--- config.mk ---
export PLATFORM = sky130hd
export DESIGN_NAME = windowed_event_rate_meter
export DESIGN_NICKNAME = d
export VERILOG_FILES = /design/src/design/wrm_pkg.sv /design/src/design/wrm_div.sv /design/src/design/windowed_event_rate_meter.sv
export SDC_FILE = /design/constraint.sdc
export NUM_CORES = 1
export LEC_CHECK = 0
export BUFFER_PORTS_ARGS = -buffer_cell sky130_fd_sc_hd__buf_2
export CAP_MARGIN = 20
export CORE_UTILIZATION = 62
export CTS_BUF_LIST = sky130_fd_sc_hd__clkbuf_16
export CTS_CLUSTER_DIAMETER = 80
export CTS_CLUSTER_SIZE = 10
export DETAILED_ROUTE_END_ITERATION = 7
export MAX_ROUTING_LAYER = met4
export PLACE_DENSITY = 0.81
export REMOVE_ABC_BUFFERS = 1
export SYNTH_ARGS = -nofsm -noshare
export SYNTH_HDL_FRONTEND = slang
export SYNTH_SLANG_ARGS = --single-unit
--- constraint.sdc ---
create_clock -name clk -period 4.9 [get_ports clk]
set_input_delay 0.49 -clock clk [delete_from_list [all_inputs] [get_ports clk]]
set_output_delay 0.49 -clock clk [all_outputs]
set_load 0.01 [all_outputs]
--- src/design/wrm_pkg.sv ---
// ----------------------------------------------------------------------------
// wrm_pkg: shared definitions for the windowed event rate meter
// Field widths, count limit, reset window length and sequencer states.
// ----------------------------------------------------------------------------
package wrm_pkg;

	localparam int TIME_W = 48;
	localparam int CNT_W  = 32;
	localparam int WIN_W  = 16;
	localparam int STEP_W = $clog2(TIME_W);

	localparam logic [WIN_W-1:0] WIN_RESET = WIN_W'(500);
	localparam logic [CNT_W-1:0] CNT_MAX   = {CNT_W{1'b1}};

	typedef enum logic [2:0] {
		ST_IDLE,
		ST_SUB,
		ST_DIV,
		ST_CLOSE,
		ST_E1,
		ST_E2,
		ST_E3
	} state_t;

	function automatic logic [CNT_W-1:0] sat_inc(input logic [CNT_W-1:0] v);
		sat_inc = (v == CNT_MAX) ? CNT_MAX : v + CNT_W'(1);
	endfunction

endpackage

--- src/design/wrm_div.sv ---
// ----------------------------------------------------------------------------
// wrm_div: iterative restoring divider
// Divides a time difference by the window length, one quotient bit a cycle.
// ----------------------------------------------------------------------------
module wrm_div (
	input  logic                         clk,
	input  logic                         arst_n,
	input  logic                         start,
	input  logic [wrm_pkg::TIME_W-1:0]   dividend,
	input  logic [wrm_pkg::WIN_W-1:0]    divisor,
	output logic                         done,
	output logic [wrm_pkg::TIME_W-1:0]   quot,
	output logic [wrm_pkg::WIN_W-1:0]    rem
);

	logic                          busy_q;
	logic                          done_q;
	logic [wrm_pkg::STEP_W-1:0]    step_q;
	logic [wrm_pkg::WIN_W-1:0]     div_q;
	logic [wrm_pkg::WIN_W-1:0]     rem_q;
	logic [wrm_pkg::TIME_W-1:0]    quo_q;
	logic [wrm_pkg::WIN_W+1:0]     trial;
	logic                          fits;

	assign trial = {1'b0, rem_q, quo_q[wrm_pkg::TIME_W-1]} - {2'b00, div_q};
	assign fits  = ~trial[wrm_pkg::WIN_W+1];

	always_ff @(posedge clk or negedge arst_n) begin
		if (!arst_n) begin
			busy_q <= 1'b0;
			done_q <= 1'b0;
			step_q <= '0;
		end else begin
			done_q <= 1'b0;
			if (start) begin
				busy_q <= 1'b1;
				step_q <= '0;
			end else if (busy_q) begin
				if (step_q == wrm_pkg::STEP_W'(wrm_pkg::TIME_W - 1)) begin
					busy_q <= 1'b0;
					done_q <= 1'b1;
				end
				step_q <= step_q + wrm_pkg::STEP_W'(1);
			end
		end
	end

	always_ff @(posedge clk) begin
		if (start) begin
			div_q <= divisor;
			rem_q <= '0;
			quo_q <= dividend;
		end else if (busy_q) begin
			if (fits) begin
				rem_q <= trial[wrm_pkg::WIN_W-1:0];
			end else begin
				rem_q <= {rem_q[wrm_pkg::WIN_W-2:0], quo_q[wrm_pkg::TIME_W-1]};
			end
			quo_q <= {quo_q[wrm_pkg::TIME_W-2:0], fits};
		end
	end

	assign done = done_q;
	assign quot = quo_q;
	assign rem  = rem_q;

endmodule

--- src/design/windowed_event_rate_meter.sv ---
// ----------------------------------------------------------------------------
// windowed_event_rate_meter: fixed window event counter
// Counts timestamped events in windows of window_ms and reports closed
// windows as (count, repeat) results.
// ----------------------------------------------------------------------------
// Usage:
//   s_* carries events: tdata = event time in ms, tlast = final event.
//   m_* carries results: tdata = count and repeat, tlast = final result
//   of the event that caused it.
//   cfg_* writes window_ms (0 acts as 1); write only while idle.
// Sequencing:
//   The first event of a stream is taken without leaving idle and gives no result.
//   Every later event holds s_tready low while the sequencer forms the
//   time difference (ST_SUB), runs the bit-serial divider (ST_DIV, one
//   quotient bit per cycle over the 48-bit difference), updates the
//   window (ST_CLOSE), then steps through one state per result slot
//   (ST_E1 to ST_E3); no new event is taken until it is back in idle.
//   An event earlier than the window start skips the divider.
//   Results pass through a single output register; a stalled m_tready
//   holds the sequencer at the next result, while the last one may wait
//   in the register as the next event is taken.
// Reset:
//   arst_n clears the window state and sets window_ms to 500.
// ----------------------------------------------------------------------------
module windowed_event_rate_meter (
	input  logic        clk,
	input  logic        arst_n,
	input  logic        s_tvalid,
	output logic        s_tready,
	input  logic [47:0] s_tdata,   // [47:0] event_time_ms
	input  logic        s_tlast,   // is_last_event
	output logic        m_tvalid,
	input  logic        m_tready,
	output logic [63:0] m_tdata,   // [31:0] window_count, [63:32] window_repeat
	output logic        m_tlast,   // last_result
	input  logic        cfg_valid,
	output logic        cfg_ready,
	input  logic [15:0] cfg_data   // window_ms
);

	localparam int TW = wrm_pkg::TIME_W;
	localparam int CW = wrm_pkg::CNT_W;
	localparam int WW = wrm_pkg::WIN_W;

	wrm_pkg::state_t state_q, state_d;

	logic [WW-1:0] win_q;
	logic          started_q;
	logic [TW-1:0] ws_q;
	logic [CW-1:0] cnt_q;
	logic [TW-1:0] t_q;
	logic          last_q;
	logic [TW-1:0] d_q;
	logic          back_q;
	logic          do1_q, do2_q, do3_q;
	logic [CW-1:0] e_cnt_q;
	logic [CW-1:0] f_cnt_q;
	logic [CW-1:0] rep_q;
	logic          ovalid_q;
	logic [CW-1:0] ocnt_q;
	logic [CW-1:0] orep_q;
	logic          olast_q;

	logic [TW:0]   diff;
	logic          div_start;
	logic [WW-1:0] divisor;
	logic          div_done;
	logic [TW-1:0] quot;
	logic [WW-1:0] rem;

	logic          close;
	logic          multi;
	logic          beyond;
	logic [TW-1:0] qm1;
	logic [CW-1:0] cnt_base;
	logic [CW-1:0] cnt_new;
	logic          out_free;
	logic          accept;

	assign accept    = s_tvalid && s_tready;
	assign out_free  = !ovalid_q || m_tready;
	assign diff      = {1'b0, t_q} - {1'b0, ws_q};
	assign divisor   = (win_q == '0) ? WW'(1) : win_q;
	assign div_start = (state_q == wrm_pkg::ST_SUB) && !diff[TW];

	wrm_div u_div (
		.clk      (clk),
		.arst_n   (arst_n),
		.start    (div_start),
		.dividend (diff[TW-1:0]),
		.divisor  (divisor),
		.done     (div_done),
		.quot     (quot),
		.rem      (rem)
	);

	assign close    = !back_q && (quot != '0);
	assign multi    = !back_q && (quot[TW-1:1] != '0);
	assign beyond   = !back_q && (close ? (rem != '0) : (d_q != '0));
	assign qm1      = quot - TW'(1);
	assign cnt_base = close ? '0 : cnt_q;
	assign cnt_new  = (!last_q || beyond) ? wrm_pkg::sat_inc(cnt_base) : cnt_base;

	always_ff @(posedge clk or negedge arst_n) begin
		if (!arst_n) begin
			state_q <= wrm_pkg::ST_IDLE;
		end else begin
			state_q <= state_d;
		end
	end

	always_comb begin
		state_d = state_q;
		unique case (state_q)
			wrm_pkg::ST_IDLE: begin
				if (accept && started_q) state_d = wrm_pkg::ST_SUB;
			end
			wrm_pkg::ST_SUB: begin
				state_d = diff[TW] ? wrm_pkg::ST_CLOSE : wrm_pkg::ST_DIV;
			end
			wrm_pkg::ST_DIV: begin
				if (div_done) state_d = wrm_pkg::ST_CLOSE;
			end
			wrm_pkg::ST_CLOSE: begin
				state_d = wrm_pkg::ST_E1;
			end
			wrm_pkg::ST_E1: begin
				if (!do1_q || out_free) state_d = wrm_pkg::ST_E2;
			end
			wrm_pkg::ST_E2: begin
				if (!do2_q || out_free) state_d = wrm_pkg::ST_E3;
			end
			wrm_pkg::ST_E3: begin
				if (!do3_q || out_free) state_d = wrm_pkg::ST_IDLE;
			end
			default: state_d = wrm_pkg::ST_IDLE;
		endcase
	end

	always_ff @(posedge clk or negedge arst_n) begin
		if (!arst_n) begin
			win_q     <= wrm_pkg::WIN_RESET;
			started_q <= 1'b0;
			ws_q      <= '0;
			cnt_q     <= '0;
		end else begin
			if (cfg_valid) win_q <= cfg_data;
			if (accept && !started_q) begin
				started_q <= !s_tlast;
				ws_q      <= s_tlast ? '0 : s_tdata;
				cnt_q     <= s_tlast ? '0 : CW'(1);
			end
			if (state_q == wrm_pkg::ST_CLOSE) begin
				if (last_q) begin
					started_q <= 1'b0;
					ws_q      <= '0;
					cnt_q     <= '0;
				end else begin
					if (close) ws_q <= t_q - TW'(rem);
					cnt_q <= cnt_new;
				end
			end
		end
	end

	always_ff @(posedge clk) begin
		if (accept) begin
			t_q    <= s_tdata;
			last_q <= s_tlast;
		end
		if (state_q == wrm_pkg::ST_SUB) begin
			d_q    <= diff[TW-1:0];
			back_q <= diff[TW];
		end
		if (state_q == wrm_pkg::ST_CLOSE) begin
			do1_q   <= close;
			do2_q   <= multi;
			do3_q   <= last_q && beyond;
			e_cnt_q <= cnt_q;
			f_cnt_q <= cnt_new;
			rep_q   <= (qm1[TW-1:CW] != '0) ? wrm_pkg::CNT_MAX : qm1[CW-1:0];
		end
	end

	always_ff @(posedge clk or negedge arst_n) begin
		if (!arst_n) begin
			ovalid_q <= 1'b0;
		end else if (out_free) begin
			ovalid_q <= ((state_q == wrm_pkg::ST_E1) && do1_q)
				|| ((state_q == wrm_pkg::ST_E2) && do2_q)
				|| ((state_q == wrm_pkg::ST_E3) && do3_q);
		end
	end

	always_ff @(posedge clk) begin
		if (out_free) begin
			case (state_q)
				wrm_pkg::ST_E1: begin
					ocnt_q  <= e_cnt_q;
					orep_q  <= CW'(1);
					olast_q <= !do2_q && !do3_q;
				end
				wrm_pkg::ST_E2: begin
					ocnt_q  <= e_cnt_q;
					orep_q  <= rep_q;
					olast_q <= !do3_q;
				end
				wrm_pkg::ST_E3: begin
					ocnt_q  <= f_cnt_q;
					orep_q  <= CW'(1);
					olast_q <= 1'b1;
				end
				default: begin
					ocnt_q  <= ocnt_q;
					orep_q  <= orep_q;
					olast_q <= olast_q;
				end
			endcase
		end
	end

	assign s_tready  = (state_q == wrm_pkg::ST_IDLE);
	assign cfg_ready = 1'b1;
	assign m_tvalid  = ovalid_q;
	assign m_tdata   = {orep_q, ocnt_q};
	assign m_tlast   = olast_q;

endmodule

==> qor.txt, run 1 <==
wire length on met3 = 4270 microns
CTS tree = done
fmax = 237 MHz
area leader, netlist = edfxtp_1
Data required, critical path = 5.43 ns
Yosys warning count = 0
final hold vios = 0
Rel. slew slack = 0.357
Finished Layout Cells = 2,949
share of synthesized registers carrying an async set or reset = 0.242
Die Y = 199 microns
Die X = 199 microns
CTS Root Cell = clkbuf_16
skew final = 0.0220 ns
worst skew pair latency = 0.61 ns
status = finished clean
global-route wire length before repair = 93,200 microns
number of buffers added for setup after CTS = 0
register bit total from synthesis = 451
Clock Power Share = 0.205
sequential power share = 0.385
ys flop type = edfxtp_1
total CTS buffers = 51
DR iter-0 viols = 1,871
HP Class = in -> reg
Detail Placement HPWL = 41,500 microns
DP Cell Count = 2,851
register area = 0.0128 sq mm
CP endpoint = cnt_q[14]$_DFFE_PN0P_
worst r2r dst = cnt_q[14]$_DFFE_PN0P_
Clock Path Buffers = 3
commonest cells in the netlist = 326 x edfxtp_1, 274 x nand2_1, 152 x a21oi_1
Final setup violation count = 0
FP Rows = 71
measured slew at the worst slew-check pin = 0.940 ns
port bufs = 136
Post-Syn Area = 0.0242 sq mm
ranking of synthesized cells by area = edfxtp_1 40%, dfrtp_1 11%, ha_1 4.3%, nand2_1 4.3%, a21oi_1 3.1%
met2 WL = 26,800 microns
post-CTS sizing = 0
most common cell in the synthesized netlist = edfxtp_1
DR DRC count = 0
TritonCTS Sinks = 451
Seq/Total Area, Yosys = 0.531
drt pass-1 iters = 5
highest routed layer = met4
Vias/cell = 6.27
crit-path max FO = 14
crit start category = flop
Fill cells = 2,819
gr usage total = 0.307
Pleak = 0.0102 uW
final period utilization = 0.860
Max Slew Vio Count = 0
Overflow after GRT = 0
EDFF count, synth = 326
Multi-input gate area = 0.0105 sq mm
CP startpoint = u_div.quot[23]$_DFFE_PP_
vias in the first global route = 17,400
drt wl/cell = 19.9 microns
min setup slack post-route = 0.687 ns
reg2reg setup slack = 0.69 ns
Mapped Cells = 2,292
die footprint = 0.0398 sq mm
reg2reg start = u_div.quot[23]$_DFFE_PP_
minimum clock period = 4.21 ns
# H-tree levels = 2
IR drop worst, VDD = 0.000376 V
area growth from synthesis to layout = 11.2%
P per Cell Area = 630 mW/mm^2
switching fraction of total power = 0.390
vias = 18,500
internal power = 10,300 uW
Initial Utilization = 0.636
Antenna diodes = 0
combinational cell fraction of total power = 0.410
synth unique cells = 81
Register-to-Register Path Depth = 16
initial antenna violation count = 0
layout cells sized above 1 = 0.137
critical path class = reg -> reg
syn_area_per_cell = 10.6 sq um
Core Area = 0.0380 sq mm
M1 WL = 26,200 microns
Synth top area share = 0.405
arrival time worst endpoint = 4.74 ns
largest net degree at the start of global routing = 95
Switch Pwr = 6620 uW
Reg clk slew, reported paths = 0.06 ns
Crit. End Element = flop
RSZ-0062 raised after global routing = false
nets@finish = 2,552
Detailed Route WL = 58,600 microns
I/O pin cnt = 138
dpl ws = 0.776 ns
Post-DRT Antenna Nets = 0
placer's final routability congestion estimate = 0.955
max cap viols = 0
## flip-flops by register name (all words and copies together) (netlist names), 3 cells and up
name,cells
u_div.rem,16
cnt_q,32
u_div.step_q,6
ocnt_q,32
win_q,16
rep_q,32
ws_q,48
u_div.div_q,16
orep_q,32
d_q,48
f_cnt_q,32
e_cnt_q,32
u_div.quot,48
state_q,3
t_q,48
## routing by layer
metal | vias up | GRT usage
li1 | 8629 | -
met1 | 8952 | 0.441
met2 | 787 | 0.461
met3 | 116 | 0.0380
met4 | 0 | 0.0899
met5 | - | -
## layout make-up
type / count / share of cell area
sequential: 451 / 0.478
timing repair buffer: 170 / 0.0357
tap: 511 / 0.0238
clock buffer: 53 / 0.0493
clock inverter: 43 / 0.00763
multi-input combinational: 1603 / 0.389
inverter: 118 / 0.0165
## cells in the final DEF, fill, tap and decap left out, types with 77 or more instances in the layout
master    Yosys  layout
xnor2_1      77      77
buf_2        12     135
nor2_1      112     109
ha_1         84      84
dfrtp_1     103     103
a21oi_1     152     151
nand2_1     274     273
inv_1       116     153
edfxtp_1    326     326
o21ai_0     129     129
## what timing repair did
item	CTS	global route
hold buffers	1	0
endpoints found under the hold margin	27	0
setup endpoints to repair	0	0
## worst max-delay path, stage by stage, from the launching register on
cell	delay, ns
edfxtp_1	0.46
or4_4	0.57
nor3_2	0.43
nand4b_1	0.33
o21bai_4	0.25
nand2_1	0.12
inv_1	0.13
ha_1	0.23
nand3_1	0.13
inv_1	0.11
and3_1	0.18
nand2_1	0.12
nor4_4	0.36
buf_4	0.27
nand2b_1	0.16
o21ai_0	0.09
a21oi_1	0.18
## power groups by stage
stage               Clock [uW]  Combinational (uW)  Sequential (uW)
floorplan                    0                4800             6470
global placement             0                6610             6510
detailed placement           0                6790             6580
CTS                       3520                6850             6510
global route              3650                7650             6650
finish                    3480                6950             6530
## worst min path at each step
stage               cells past startpoint                    to  slack [ns]        start
detailed placement                      1    ws_q[46]$_DFF_PN0_        0.46       arst_n
CTS                                     1     t_q[12]$_DFFE_PP_        0.05  s_tdata[12]
global placement                        1    ws_q[46]$_DFF_PN0_        0.45       arst_n
finish                                  1     t_q[12]$_DFFE_PP_        0.07  s_tdata[12]
global route                            1     t_q[17]$_DFFE_PP_        0.06  s_tdata[17]
floorplan                               0  cnt_q[0]$_DFFE_PN0P_        0.19       arst_n
## per-stage QoR
| step | utilization | hold slack, ns | total power, uW | instance area, sq um | setup TNS, ns |
|---|---|---|---|---|---|
| finish | 0.707 | 0.0681 | 17000 | 26900 | 0 |
| global route | 0.707 | 0.0619 | 18000 | 26900 | 0 |
| CTS | 0.706 | 0.0459 | 16900 | 26900 | 0 |
| detailed placement | 0.666 | 0.461 | 13400 | 25300 | 0 |
| global placement | 0.666 | 0.455 | 13100 | 25300 | 0 |
| floorplan | - | 0.194 | 11300 | 23700 | -7.22 |
## logic make-up after synthesis
kind of cell / Yosys count / synth area share
buf+inv: 238 / 0.0377
flops: 451 / 0.531
other cells: 1 / 0.000155
mux: 81 / 0.0368
compound gates: 522 / 0.136
xor+xnor: 131 / 0.0474
simple gates: 781 / 0.165
fa+ha+maj: 87 / 0.0459
Power figures use the tool's default switching activity.
==> run 2: changes to the inputs <==
--- a/config.mk
+++ b/config.mk
@@ -7,13 +7,13 @@
 export LEC_CHECK = 0
 export BUFFER_PORTS_ARGS = -buffer_cell sky130_fd_sc_hd__buf_2
 export CAP_MARGIN = 20
-export CORE_UTILIZATION = 62
+export CORE_UTILIZATION = 56
 export CTS_BUF_LIST = sky130_fd_sc_hd__clkbuf_16
 export CTS_CLUSTER_DIAMETER = 80
 export CTS_CLUSTER_SIZE = 10
 export DETAILED_ROUTE_END_ITERATION = 7
 export MAX_ROUTING_LAYER = met4
-export PLACE_DENSITY = 0.81
+export PLACE_DENSITY = 0.77
 export REMOVE_ABC_BUFFERS = 1
 export SYNTH_ARGS = -nofsm -noshare
 export SYNTH_HDL_FRONTEND = slang
==> constraint.sdc (replaced) <==
create_clock -name clk -period 3.7 [get_ports clk]
set_input_delay 0.37 -clock clk [delete_from_list [all_inputs] [get_ports clk]]
set_output_delay 0.37 -clock clk [all_outputs]
set_load 0.01 [all_outputs]
==> run 2 against run 1 <==
Sequential cell count unchanged. Setup slack worse by 0.55 ns. Worst hold slack improved by 0.11 ns. Power is 36% higher. Critical path depth shrank 6. Fmax grew 18%. Clock power up 29%. Die area increased by 11%. Clock skew grew 0.019 ns. Critical path type unchanged. Critical endpoint is now u_div.quot[41]$_DFFE_PP_.
==> qor.txt, run 2 (synthesis gave the netlist of run 1 again) <==
IR drop worst, VDD = 0.000411 V
worst r2r dst = u_div.quot[41]$_DFFE_PP_
min setup slack post-route = 0.142 ns
CP startpoint = t_q[27]$_DFFE_PP_
Clock Path Buffers = 3
final hold vios = 0
final period utilization = 0.962
slowest cell on the critical path = edfxtp_1
global-route wire length before repair = 96,500 microns
CTS tree = done
Die X = 210 microns
skew final = 0.0409 ns
Pleak = 0.0108 uW
TritonCTS Sinks = 451
most common cell after layout, fill and taps aside = edfxtp_1
minimum clock period = 3.56 ns
Vias/cell = 6.08
I/O pin cnt = 138
Reg clk slew, reported paths = 0.06 ns
CP Cell Sequence = ha_1 -> a21o_1 -> a31o_2 -> a211oi_1 -> o21ai_0 -> o41ai_1 -> nand3_1 -> a41oi_1 -> xnor2_1 -> mux2_2
Crit. End Element = flop
gr usage total = 0.284
FP Rows = 75
crit start category = flop
layout cells sized above 1 = 0.165
worst skew pair latency = 0.64 ns
Register-to-Register Path Depth = 10
CP peak stage delay = 0.47 ns
initial antenna violation count = 1
fmax = 281 MHz
placer's final routability congestion estimate = 0.962
CTS Root Cell = clkbuf_16
drt pass-1 iters = 6
Die Y = 210 microns
reg2reg start = t_q[27]$_DFFE_PP_
max cap viols = 0
Initial Utilization = 0.573
measured slew at the worst slew-check pin = 0.874 ns
DR DRC count = 0
reg2reg setup slack = 0.14 ns
vias = 18,900
Max Slew Vio Count = 0
DP Cell Count = 2,949
vias in the first global route = 18,000
most frequent cells in the layout = 326 x edfxtp_1, 272 x nand2_1, 149 x a21oi_1
# H-tree levels = 2
drt wl/cell = 19.6 microns
Core Area = 0.0422 sq mm
Power Total = 23,000 uW
arrival time worst endpoint = 3.92 ns
Finished Layout Cells = 3,109
Overflow after GRT = 0
largest net degree at the start of global routing = 73
HP Class = in -> reg
crit-path max FO = 5
die footprint = 0.0440 sq mm
CP endpoint = u_div.quot[41]$_DFFE_PP_
Detail Placement HPWL = 42,600 microns
Data required, critical path = 4.06 ns
nets@finish = 2,694
port bufs = 136
Post-DRT Antenna Nets = 0
status = finished clean
area growth from synthesis to layout = 17.1%
dpl ws = -0.0145 ns
critical path class = reg -> reg
Detailed Route WL = 60,800 microns
P per Cell Area = 812 mW/mm^2
Final setup violation count = 0
Rel. slew slack = 0.418
total CTS buffers = 51
DR iter-0 viols = 1,630
[run 2: changes by cell type in the layout (fill, tap and decap cells not counted), moves of 2 or more]
cell,change
a211oi_1,-2
a211oi_2,+2
a21oi_1,-2
a21oi_2,+2
buf_12,+6
buf_4,+68
clkbuf_16,+2
dlygate4sd3_1,+64
inv_1,-9
nor2_1,-2
nor2_2,+2
[run 2: routing by layer]
metal,track usage,vias to the layer above,share of wire
li1,-,8889,-
met1,0.391,9079,0.43
met2,0.430,802,0.46
met3,0.0438,133,0.077
met4,0.101,0,0.032
met5,-,-,0
[run 2: final cells by class]
class	count	area, sq um
Fill cell	3199	13900
Sequential cell	451	12800
Multi-Input combinational cell	1603	10500
Timing Repair Buffer	312	2330
Clock buffer	51	1280
Tap cell	539	674
Inverter	118	447
Clock inverter	34	198
Antenna cell	1	2.50
[run 2: repair_timing]
item,4_1_cts,5_1_grt
gates cloned,0,4
setup endpoints to repair,11,158
hold buffers,65,0
resized for setup,5,15
hold endpoints to repair,112,0
pin swaps,0,7
setup buffers,0,5
[run 2: how the worst min path moves through the flow]
stage,depth (start not counted),end,start
final,3,m_tvalid$_DFFE_PN0P_,m_tready
after detailed placement,0,u_div.div_q[15]$_SDFFCE_PN0P_,win_q[15]$_DFFE_PN0P_
after global routing,3,m_tvalid$_DFFE_PN0P_,m_tready
after CTS,3,m_tvalid$_DFFE_PN0P_,m_tready
after floorplan,0,cnt_q[0]$_DFFE_PN0P_,arst_n
after global placement,0,u_div.div_q[15]$_SDFFCE_PN0P_,win_q[15]$_DFFE_PN0P_
[run 2: through the flow]
stage	utilization	cell area, sq um	TNS, ns	hold WS, ns
6_report	0.671	28300	0	0.177
5_1_grt	0.671	28300	-0.0152	0.236
4_1_cts	0.665	28100	0	0.158
3_5_place_dp	0.615	26000	-0.0262	0.467
3_3_place_gp	0.615	26000	0	0.454
2_1_floorplan	-	23700	-121.61	0.0744
[run 2: report_power, final]
| group | leakage [uW] | total [uW] | internal [uW] | switching, uW |
|---|---|---|---|---|
| registers | 0.00452 | 8550 | 7600 | 947 |
| clock network | 0.000822 | 4500 | 2480 | 2020 |
| logic | 0.00551 | 9940 | 3990 | 5950 |
[run 2: critical path: cells and delay by family (launching register included)]
kind                     cells  cell delay, ns
XOR/XNOR                     1            0.17
AND/OR/NAND/NOR              1            0.33
AO/OA/AOI/OAI                6            1.68
flip-flops                   1            0.47
adder cells (fa/ha/maj)      1            0.39
multiplexers                 1            0.29
==> run 3: changes to the inputs <==
--- a/config.mk
+++ b/config.mk
@@ -15,6 +15,7 @@
 export MAX_ROUTING_LAYER = met4
 export PLACE_DENSITY = 0.77
 export REMOVE_ABC_BUFFERS = 1
+export SETUP_SLACK_MARGIN = 0.15
 export SYNTH_ARGS = -nofsm -noshare
 export SYNTH_HDL_FRONTEND = slang
 export SYNTH_SLANG_ARGS = --single-unit
==> run 3 against run 2 <==
Power is 0.77% higher. Register-to-register slack better by 0.05 ns. Clock-buffer cell count unchanged. Clock skew decreased by 0.0020 ns. Sequential share of layout area decreased by 0.39 points. Final cell count increased by 0.58%. Via count decreased by 0.23%. Highest routed layer unchanged.
==> qor.txt, run 3 (synthesis gave the netlist of run 1 again) <==
status = finished clean
worst skew pair latency = 0.63 ns
min setup slack post-route = 0.196 ns
die footprint = 0.0440 sq mm
vias in the first global route = 18,000
Die X = 210 microns
TritonCTS Sinks = 451
CTS Root Cell = clkbuf_16
IR drop worst, VDD = 0.000410 V
nets@finish = 2,712
Pleak = 0.0109 uW
fmax = 285 MHz
post-route cell area = 0.0286 sq mm
final hold vios = 0
Area after DPL = 0.0260 sq mm
area growth from synthesis to layout = 18.1%
most frequent cells in the layout = 326 x edfxtp_1, 270 x nand2_1, 149 x a21oi_1
Fill cells = 3,166
vias = 18,900
drt pass-1 iters = 5
Die Y = 210 microns
global-route wire length before repair = 96,600 microns
most common cell after layout, fill and taps aside = edfxtp_1
Clock Path Buffers = 3
Detailed Route WL = 61,000 microns
DR DRC count = 0
I/O pin cnt = 138
drt wl/cell = 19.5 microns
measured slew at the worst slew-check pin = 0.868 ns
fin util = 0.676
Overflow after GRT = 0
skew final = 0.0389 ns
initial antenna violation count = 1
Rel. slew slack = 0.421
minimum clock period = 3.50 ns
total CTS buffers = 51
Reg clk slew, reported paths = 0.06 ns
Detail Placement HPWL = 42,600 microns
Core Area = 0.0422 sq mm
Vias/cell = 6.03
Post-DRT Antenna Nets = 0
crit-path max FO = 6
final period utilization = 0.947
Initial Utilization = 0.573
Data required, critical path = 4.20 ns
layout cells sized above 1 = 0.178
Crit. End Element = flop
placer's final routability congestion estimate = 0.962
DR iter-0 viols = 1,781
RSZ-0062 raised after global routing = true
port bufs = 136
# H-tree levels = 2
max cap viols = 0
crit start category = flop
Max Slew Vio Count = 0
largest net degree at the start of global routing = 73
gr usage total = 0.285
FP Rows = 75
worst hold slack = 0.186 ns
CTS tree = done
arrival time worst endpoint = 4.01 ns
critical path class = reg -> reg
setup tns final = 0 ns
P per Cell Area = 811 mW/mm^2
Final setup violation count = 0
HP Class = in -> reg
dpl ws = -0.0145 ns
run 3: cell types whose count changed in the layout (fill, tap and decap cells not counted), sizes merged:
cell | before | now
buf | 243 | 261
run 3: routing by layer:
layer | global-route usage | routed length [microns] | up-vias
met5 | - | 0 | -
met4 | 0.0984 | 1810 | 0
met3 | 0.0428 | 4640 | 136
met2 | 0.433 | 27700 | 792
met1 | 0.392 | 26800 | 9015
li1 | - | - | 8917
run 3: timing repair:
item                       in CTS  in global routing
resized for setup               7                 46
setup endpoints to repair     142                187
hold endpoints to repair      112                  0
setup buffers                   3                 20
pin swaps                       5                 16
hold buffers                   65                  0
cloned                          0                  4
run 3: power by group:
part | switching, uW | internal, uW | leakage [uW]
sequential | 939 | 7600 | 0.00452
combinational | 6030 | 4100 | 0.00561
clock | 2010 | 2480 | 0.000822
run 3: metrics by stage:
stage	cells	total power (uW)
after global placement	2949	17800
after CTS	3102	22800
after detailed placement	2949	18100
after floorplan	2172	14900
final	3127	23200
after global routing	3127	24500
run 3: critical path, stage by stage (launching register included):
cell and delay [ns]:
edfxtp_1 0.39, or4_4 0.57, nor4b_4 0.28, nand4_2 0.17, o21bai_4 0.25, and2_4 0.19, ha_4 0.13, nand3_2 0.09
inv_2 0.09, and3_4 0.19, nand2_2 0.08, nor4_4 0.33, buf_4 0.19, buf_6 0.12, nor2_2 0.05, a21oi_2 0.16
a31o_2 0.11
run 3: cell type report:
cell class	count	area (sq um)	area share
Clock inverter	34	198	0.00692
Timing Repair Buffer	330	2490	0.0872
Multi-Input combinational cell	1603	10600	0.372
Tap cell	539	674	0.0236
Inverter	118	449	0.0157
Antenna cell	1	2.50	0.0000876
Sequential cell	451	12800	0.450
Clock buffer	51	1280	0.0447
run 3: final timing paths:
path	start	to	slack, ns	depth (start not counted)
min in group asynchronous	arst_n	ws_q[32]$_DFF_PN0_	0.40	2
min reg2reg	win_q[3]$_DFFE_PN0P_	u_div.div_q[3]$_SDFFCE_PN0P_	0.48	0
max in group asynchronous	arst_n	ws_q[0]$_DFF_PN0_	2.47	3
max reg2reg	u_div.quot[12]$_DFFE_PP_	f_cnt_q[8]$_DFFE_PP_	0.20	16
max	u_div.quot[12]$_DFFE_PP_	f_cnt_q[8]$_DFFE_PP_	0.20	16
min	m_tready	m_tvalid$_DFFE_PN0P_	0.19	3
